--- src/rtl/nsp_pkg.sv ---
// ----------------------------------------------------------------------------
// nsp_pkg
// shared types, codes and defaults of the nested scope profiler
// ----------------------------------------------------------------------------
package nsp_pkg;

    // default sizes, handed to the top level parameters
    localparam int SCOPE_COUNT_DEF   = 16;
    localparam int HISTORY_DEPTH_DEF = 64;
    localparam int STACK_DEPTH_DEF   = 256;

    // fixed field widths
    localparam int OP_W     = 2;
    localparam int SCOPE_W  = 4;
    localparam int TIME_W   = 32;
    localparam int SLOT_W   = 6;
    localparam int STATUS_W = 2;
    localparam int CALLS_W  = 16;
    localparam int HPOS_W   = 6;

    typedef enum logic [OP_W-1:0] {
        OP_BEGIN = 2'd0,
        OP_END   = 2'd1,
        OP_STEP  = 2'd2,
        OP_READ  = 2'd3
    } t_op;

    typedef enum logic [STATUS_W-1:0] {
        ST_OK        = 2'd0,
        ST_OVERFLOW  = 2'd1,
        ST_UNDERFLOW = 2'd2,
        ST_OPEN      = 2'd3
    } t_status;

    typedef enum logic [3:0] {
        S_IDLE,
        S_DISPATCH,
        S_CHG_STK,
        S_CHG_WR,
        S_PUSH,
        S_CALLS,
        S_POP,
        S_INC_STK,
        S_INC_WR,
        S_STEP,
        S_FINISH
    } t_state;

    // stats memory read address source
    typedef enum logic [1:0] {
        SEL_TOP,
        SEL_SCOPE,
        SEL_STEP0,
        SEL_STEP_NEXT
    } t_st_sel;

    // stats memory write kind
    typedef enum logic [1:0] {
        WR_NONE,
        WR_CHARGE,
        WR_INCL,
        WR_CALL
    } t_st_wr;

    typedef struct packed {
        logic [TIME_W-1:0]  own;
        logic [TIME_W-1:0]  incl;
        logic [CALLS_W-1:0] calls;
    } t_stat;

    typedef struct packed {
        logic [TIME_W-1:0]  mark;
        logic [SCOPE_W-1:0] scope;
    } t_stack;

    // controller to datapath
    typedef struct packed {
        logic    capture;
        logic    stk_rd;
        logic    stk_mark;
        logic    push;
        logic    depth_dec;
        logic    st_rd;
        t_st_sel st_sel;
        t_st_wr  st_wr;
        logic    step_start;
        logic    step_adv;
        logic    step_wr;
        logic    step_done;
        logic    hist_rd;
        logic    out_load;
        logic    out_hist;
        t_status status;
    } t_cmd;

    // datapath to controller
    typedef struct packed {
        t_op  op;
        logic depth_zero;
        logic depth_full;
        logic scope_ok;
        logic read_ok;
        logic step_last;
        logic out_free;
    } t_flags;

endpackage

--- src/rtl/nsp_ctrl.sv ---
// ----------------------------------------------------------------------------
// nsp_ctrl
// sequencer of the profiler: one word at a time through the datapath
// ----------------------------------------------------------------------------
module nsp_ctrl
    import nsp_pkg::*;
(
    input  logic   i_clk,
    input  logic   i_rst_n,
    input  logic   i_in_valid,
    input  t_flags i_flags,
    output logic   o_in_stall,
    output t_cmd   o_cmd
);

    t_state  r_state,     n_state;
    t_status r_status,    n_status;
    logic    r_from_hist, n_from_hist;

    always_ff @(posedge i_clk) begin
        if (!i_rst_n) begin
            r_state     <= S_IDLE;
            r_status    <= ST_OK;
            r_from_hist <= 1'b0;
        end else begin
            r_state     <= n_state;
            r_status    <= n_status;
            r_from_hist <= n_from_hist;
        end
    end

    assign o_in_stall = !i_rst_n || (r_state != S_IDLE);

    always_comb begin
        n_state     = r_state;
        n_status    = r_status;
        n_from_hist = r_from_hist;
        o_cmd       = '0;
        unique case (r_state)
            S_IDLE: begin
                if (i_in_valid && i_rst_n) begin
                    o_cmd.capture = 1'b1;
                    n_state       = S_DISPATCH;
                end
            end
            S_DISPATCH: begin
                n_status    = ST_OK;
                n_from_hist = 1'b0;
                n_state     = S_FINISH;
                unique case (i_flags.op)
                    OP_BEGIN: begin
                        if (i_flags.depth_full) begin
                            n_status = ST_OVERFLOW;
                        end else if (!i_flags.scope_ok) begin
                            n_state = S_FINISH;
                        end else if (i_flags.depth_zero) begin
                            n_state = S_PUSH;
                        end else begin
                            o_cmd.stk_rd = 1'b1;
                            n_state      = S_CHG_STK;
                        end
                    end
                    OP_END: begin
                        if (i_flags.depth_zero) begin
                            n_status = ST_UNDERFLOW;
                        end else begin
                            o_cmd.stk_rd = 1'b1;
                            n_state      = S_CHG_STK;
                        end
                    end
                    OP_STEP: begin
                        if (!i_flags.depth_zero) begin
                            n_status = ST_OPEN;
                        end else begin
                            o_cmd.step_start = 1'b1;
                            o_cmd.st_rd      = 1'b1;
                            o_cmd.st_sel     = SEL_STEP0;
                            n_state          = S_STEP;
                        end
                    end
                    OP_READ: begin
                        if (i_flags.read_ok) begin
                            o_cmd.hist_rd = 1'b1;
                            n_from_hist   = 1'b1;
                        end
                    end
                    default: n_state = S_FINISH;
                endcase
            end
            S_CHG_STK: begin
                o_cmd.st_rd    = 1'b1;
                o_cmd.st_sel   = SEL_TOP;
                o_cmd.stk_mark = 1'b1;
                n_state        = S_CHG_WR;
            end
            S_CHG_WR: begin
                o_cmd.st_wr = WR_CHARGE;
                if (i_flags.op == OP_BEGIN) begin
                    n_state = S_PUSH;
                end else begin
                    o_cmd.depth_dec = 1'b1;
                    n_state         = S_POP;
                end
            end
            S_PUSH: begin
                o_cmd.push   = 1'b1;
                o_cmd.st_rd  = 1'b1;
                o_cmd.st_sel = SEL_SCOPE;
                n_state      = S_CALLS;
            end
            S_CALLS: begin
                o_cmd.st_wr = WR_CALL;
                n_state     = S_FINISH;
            end
            S_POP: begin
                if (i_flags.depth_zero) begin
                    n_state = S_FINISH;
                end else begin
                    o_cmd.stk_rd = 1'b1;
                    n_state      = S_INC_STK;
                end
            end
            S_INC_STK: begin
                o_cmd.st_rd    = 1'b1;
                o_cmd.st_sel   = SEL_TOP;
                o_cmd.stk_mark = 1'b1;
                n_state        = S_INC_WR;
            end
            S_INC_WR: begin
                o_cmd.st_wr = WR_INCL;
                n_state     = S_FINISH;
            end
            S_STEP: begin
                o_cmd.step_wr = 1'b1;
                if (i_flags.step_last) begin
                    o_cmd.step_done = 1'b1;
                    n_state         = S_FINISH;
                end else begin
                    o_cmd.step_adv = 1'b1;
                    o_cmd.st_rd    = 1'b1;
                    o_cmd.st_sel   = SEL_STEP_NEXT;
                end
            end
            S_FINISH: begin
                if (i_flags.out_free) begin
                    o_cmd.out_load = 1'b1;
                    o_cmd.out_hist = r_from_hist;
                    o_cmd.status   = r_status;
                    n_state        = S_IDLE;
                end
            end
            default: n_state = S_IDLE;
        endcase
    end

endmodule

--- config.mk ---
export PLATFORM = sky130hd
export DESIGN_NAME = nsp_ctrl
export DESIGN_NICKNAME = d
export VERILOG_FILES = /design/src/rtl/nsp_pkg.sv /design/src/rtl/nsp_ctrl.sv
export SDC_FILE = /design/constraint.sdc
export NUM_CORES = 1
export LEC_CHECK = 0
export ABC_AREA = 1
export ABC_CLOCK_PERIOD_IN_PS = 1750
export BUFFER_PORTS_ARGS = -buffer_cell sky130_fd_sc_hd__buf_2
export CORE_UTILIZATION = 44
export DETAILED_ROUTE_END_ITERATION = 6
export PLACE_DENSITY_LB_ADDON = 0.25
export SYNTH_ARGS = -nofsm -noshare
export SYNTH_HDL_FRONTEND = slang
export SYNTH_SLANG_ARGS = --single-unit
export TNS_END_PERCENT = 30
--- constraint.sdc ---
create_clock -name i_clk -period 1.75 [get_ports i_clk]
set_clock_uncertainty 0.1 [all_clocks]
set_input_delay 0.2625 -clock i_clk [delete_from_list [all_inputs] [get_ports i_clk]]
set_output_delay 0.2625 -clock i_clk [all_outputs]
set_load 0.1 [all_outputs]
==> metrics.txt, run 1 <==
DP HPWL=1.59 mm; IO Count=31; outcome=aborted with a tool error; # clock sinks=7; Run Error=[ERROR DPL-0033] detailed placement checks failed during check placement.; Placer Congestion=0.845; register bit total from synthesis=7; Num CTS Buffers=3; Clock Tree Buf Depth=2; FP Rows=13; initial antenna violation count=0; DIE WIDTH=39.9 µm; stopping stage=global routing (5_1_grt); sequential area share after synthesis=between 20 and 25%; Syn Inst Count=115; syn_nets=126; CTS Root Cell=clkbuf_4; IO Port Bufs=30; largest net degree at the start of global routing=8; Yosys cell types=17; Cell Area, Synth=631 µm²; Avg Cell Area, Syn=between 5 and 6 µm²; type of pin the worst path ends at=top-level output; # hold bufs at CTS=0; Worst endpoint, post-GRT repair=o_cmd[13]; Initial Util=47.9%; H-tree lvl count=1; Die H=39.9 µm; number of synthesis warnings=0
==> cell families after synthesis <==
family / synth area share (%)
and+or+nand+nor: 49.2
DFF: 22.2
AOI/OAI and AO/OA: 13.5
buffers and inverters: 15.1
==> synthesized netlist by cell type <==
cell / number / area (µm²)
nor2_4: 1 / 11.3
nor2_2: 4 / 25.0
clkinv_2: 1 / 5.00
inv_2: 1 / 3.75
o21a_1: 1 / 7.51
nor3_1: 2 / 10.0
nand2_4: 2 / 22.5
a21oi_1: 9 / 45.0
a31oi_1: 2 / 12.5
nand2_1: 31 / 116
nor2_1: 13 / 48.8
dfxtp_1: 7 / 140
nand3_1: 9 / 45.0
inv_1: 23 / 86.3
o21ai_0: 4 / 20.0
nand4_1: 4 / 25.0
nand2_2: 1 / 6.26
==> stage by stage <==
| stage | TNS (ns) | setup slack, ns | util [%] | instances | instance area, µm² |
|---|---|---|---|---|---|
| CTS | -0.141 | -0.0447 | 92.3 | 167 | 1220 |
| global placement | 0 | 0.191 | 85.9 | 160 | 1130 |
| detailed placement | 0 | 0.130 | 85.9 | 160 | 1130 |
| floorplan | -3.86 | -0.606 | - | 115 | 678 |
==> timing repair <==
action                     4_1_cts
hold endpoints to repair         0
resized for setup               13
pin swaps                        5
setup buffers                    3
setup endpoints to repair       10
==> inputs of run 2 (changes only) <==
--- a/config.mk
+++ b/config.mk
@@ -8,9 +8,10 @@
 export ABC_AREA = 1
 export ABC_CLOCK_PERIOD_IN_PS = 1750
 export BUFFER_PORTS_ARGS = -buffer_cell sky130_fd_sc_hd__buf_2
-export CORE_UTILIZATION = 44
+export CORE_AREA = 2 2 63 65
 export DETAILED_ROUTE_END_ITERATION = 6
-export PLACE_DENSITY_LB_ADDON = 0.25
+export DIE_AREA = 0 0 65 67
+export PLACE_DENSITY_LB_ADDON = 0.15
 export SYNTH_ARGS = -nofsm -noshare
 export SYNTH_HDL_FRONTEND = slang
 export SYNTH_SLANG_ARGS = --single-unit
==> run 2 against run 1 <==
Against the previous run: synthesized cell count did not move; synthesized area did not move; the flow now finishes without violations.
==> metrics.txt, run 2 <==
Clock Tree Buf Depth=2 (unchanged); Syn Inst Count=115 (unchanged); crit path time final=1.70 ns; most flop-heavy register=r_state; Yosys cell types=17 (unchanged); antenna-violating nets left=0; placed cell count=194 (+21%); number of synthesis warnings=0 (unchanged); fin nets=about 170; Cell Area, Synth=631 µm² (unchanged); max reg flops=4; commonest non-fill, non-tap cell in the layout=nand2_1; DP HPWL=1.70 mm (+6.3%); Fin. Hold Viols=0; Power Dens Cells=854 nW/µm²; DRC errors left=0; Worst-Margin Slew=0.485 ns; DP Area=1180 µm² (+4.3%); via count of the first global-routing pass=819; CTS Root Cell=clkbuf_8; IO Port Bufs=30 (unchanged); Total Routing Usage GR=10.1%; max-slew violations=0; worst skew pair latency=between 0.2 and 0.25 ns; relative slew slack=67.9%; fraction of layout cells with a size suffix above 1=47.5%; number of DRC markers in iteration 0=10; crit-path max cell delay=~0.37 ns; final wirelength=2.10 mm; CP Data Required Time=1.39 ns; Setup crit start=r_state[0]; CP max FO=6; RSZ-0062 raised after global routing=true; Crit Path Class=register to primary output; final instance area=1360 µm²; FP Rows=22 (+9); Initial Util=17.5% (-30 points); dpl ws=0.109 ns (-0.0209 ns); Avg Cell Area, Syn=5.48 µm² (unchanged); first-pass GRT wire length=3.40 mm; DR pass1 iterations=4; post-synth top area share=22.2% (unchanged); most frequent cells in the layout=nand2_1 (27), inv_1 (18), buf_12 (18); Area Overhead vs Synth=116%; Final setup violation count=0; initial antenna violation count=0; async set or reset register ratio after synthesis=0% (unchanged); # clock sinks=7 (unchanged); total core area=3610 µm²; synth cell count leaders=nand2_1 (31), inv_1 (23), nor2_1 (13); IO Count=31 (unchanged); largest area contributor in the netlist=dfxtp_1; Placer Congestion=0.752 (-11%); Slowest cell on crit path=dfxtp_4; FF-to-FF Start=r_state[1]; most common cell in the synthesized netlist=nand2_1; outcome=completed; Final WS setup=0.0453 ns; grt total ovfl=0; Routed WL per cell=around 10 µm; H-tree lvl count=1 (unchanged); Reg clk slew, reported paths=0.04 ns; crit-path cells=inv_6 -> nor2_4 -> nand2_4 -> inv_4 -> nand4_1 -> inv_2 -> buf_12; HP Class=input pin to register; die area=around 4400 µm²; Hold WS=~0.25 ns; ys flop type=dfxtp_1; Arrival @ worst endpoint=1.34 ns; leakage=approximately 0.66 nW; Synth area leaders=dfxtp_1 (22%), nand2_1 (18%), inv_1 (14%); vias=866; f_max=0.587 GHz; worst vdd ir=0.193 mV; TritonCTS clock tree=built; register bit total from synthesis=7 (unchanged); Die H=67 µm (+68%); Non-Filler Instances=208; maxcap violations=0; DIE WIDTH=65 µm (+63%); # hold bufs at CTS=0 (unchanged); final worst-path cycle share=between 90 and 100%; Top Registers=r_state: 4 flops, r_status: 2 flops, r_from_hist: 1 flops; startpoint types=register; fill count=375; sequential area share after synthesis=22.2% (unchanged); syn_nets=126 (unchanged); # diodes=0; HP Start=i_flags[4]; Num CTS Buffers=3 (unchanged); Via density=4.16; largest net degree at the start of global routing=8; number of synthesized flops with an enable pin=0 (unchanged); CP endpoint kind=primary output
==> run 2: routing by layer <==
layer	vias to the layer above	track usage [%]	wire length [µm]
li1	452	-	-
met1	394	11.4	854
met2	16	17.9	1130
met3	4	1.18	72
met4	0	6.38	46
met5	-	0	0
==> run 2: repair_timing <==
item / CTS / global route
resized for setup: 12 / 11
buffers inserted: 3 / 7
setup endpoints to repair: 10 / 10
pin swaps: 4 / 4
==> run 2: kinds of logic (layout without fill, tap and decap cells) <==
family                 Yosys count  count (layout)  share of synthesized area (%)
AOI/OAI and AO/OA               16              16                           13.5
buffers and inverters           25              70                           15.1
DFF                              7               7                           22.2
and+or+nand+nor                 67              67                           49.2
==> run 2: cell type report <==
class / instances / area [µm²] / share of cell area (%)
clock buffers: 4 / 45.0 / 3.30
inverters: 25 / 101 / 7.43
multi-input cells: 83 / 484 / 35.5
flip-flops and latches: 7 / 150 / 11.0
well taps: 48 / 60.1 / 4.40
repair buffers: 41 / 523 / 38.3
==> run 2: worst paths after layout <==
| path | endpoint | slack [ns] | cells past startpoint |
|---|---|---|---|
| max | o_cmd[4] | 0.05 | 7 |
| min | r_status[0] | 0.25 | 3 |
| max reg2reg | r_state[0] | 0.35 | 8 |
| min reg2reg | r_from_hist | 0.37 | 2 |
==> run 2: per-stage QoR <==
step / TNS (ns) / total power, mW / util (%)
6_report: 0 / 1.16 / 37.8
3_5_place_dp: 0 / 0.847 / 32.8
4_1_cts: 0 / 1.10 / 35.5
5_1_grt: -0.0567 / 1.23 / 37.8
2_1_floorplan: -3.86 / 0.663 / -
3_3_place_gp: 0 / 0.850 / 32.8
==> run 2: power by group <==
group          switching (mW)  internal [mW]  total [mW]
sequential             0.0351          0.192       0.227
clock                  0.0645          0.157       0.222
combinational           0.467          0.248       0.716
==> run 2: critical path: cells and delay by family, from the launching register on <==
family | cells | cell delay, ns
simple gates | 3 | 0.34
buf+inv | 4 | 0.40
flops | 1 | 0.37
Power figures use the tool's default switching activity.
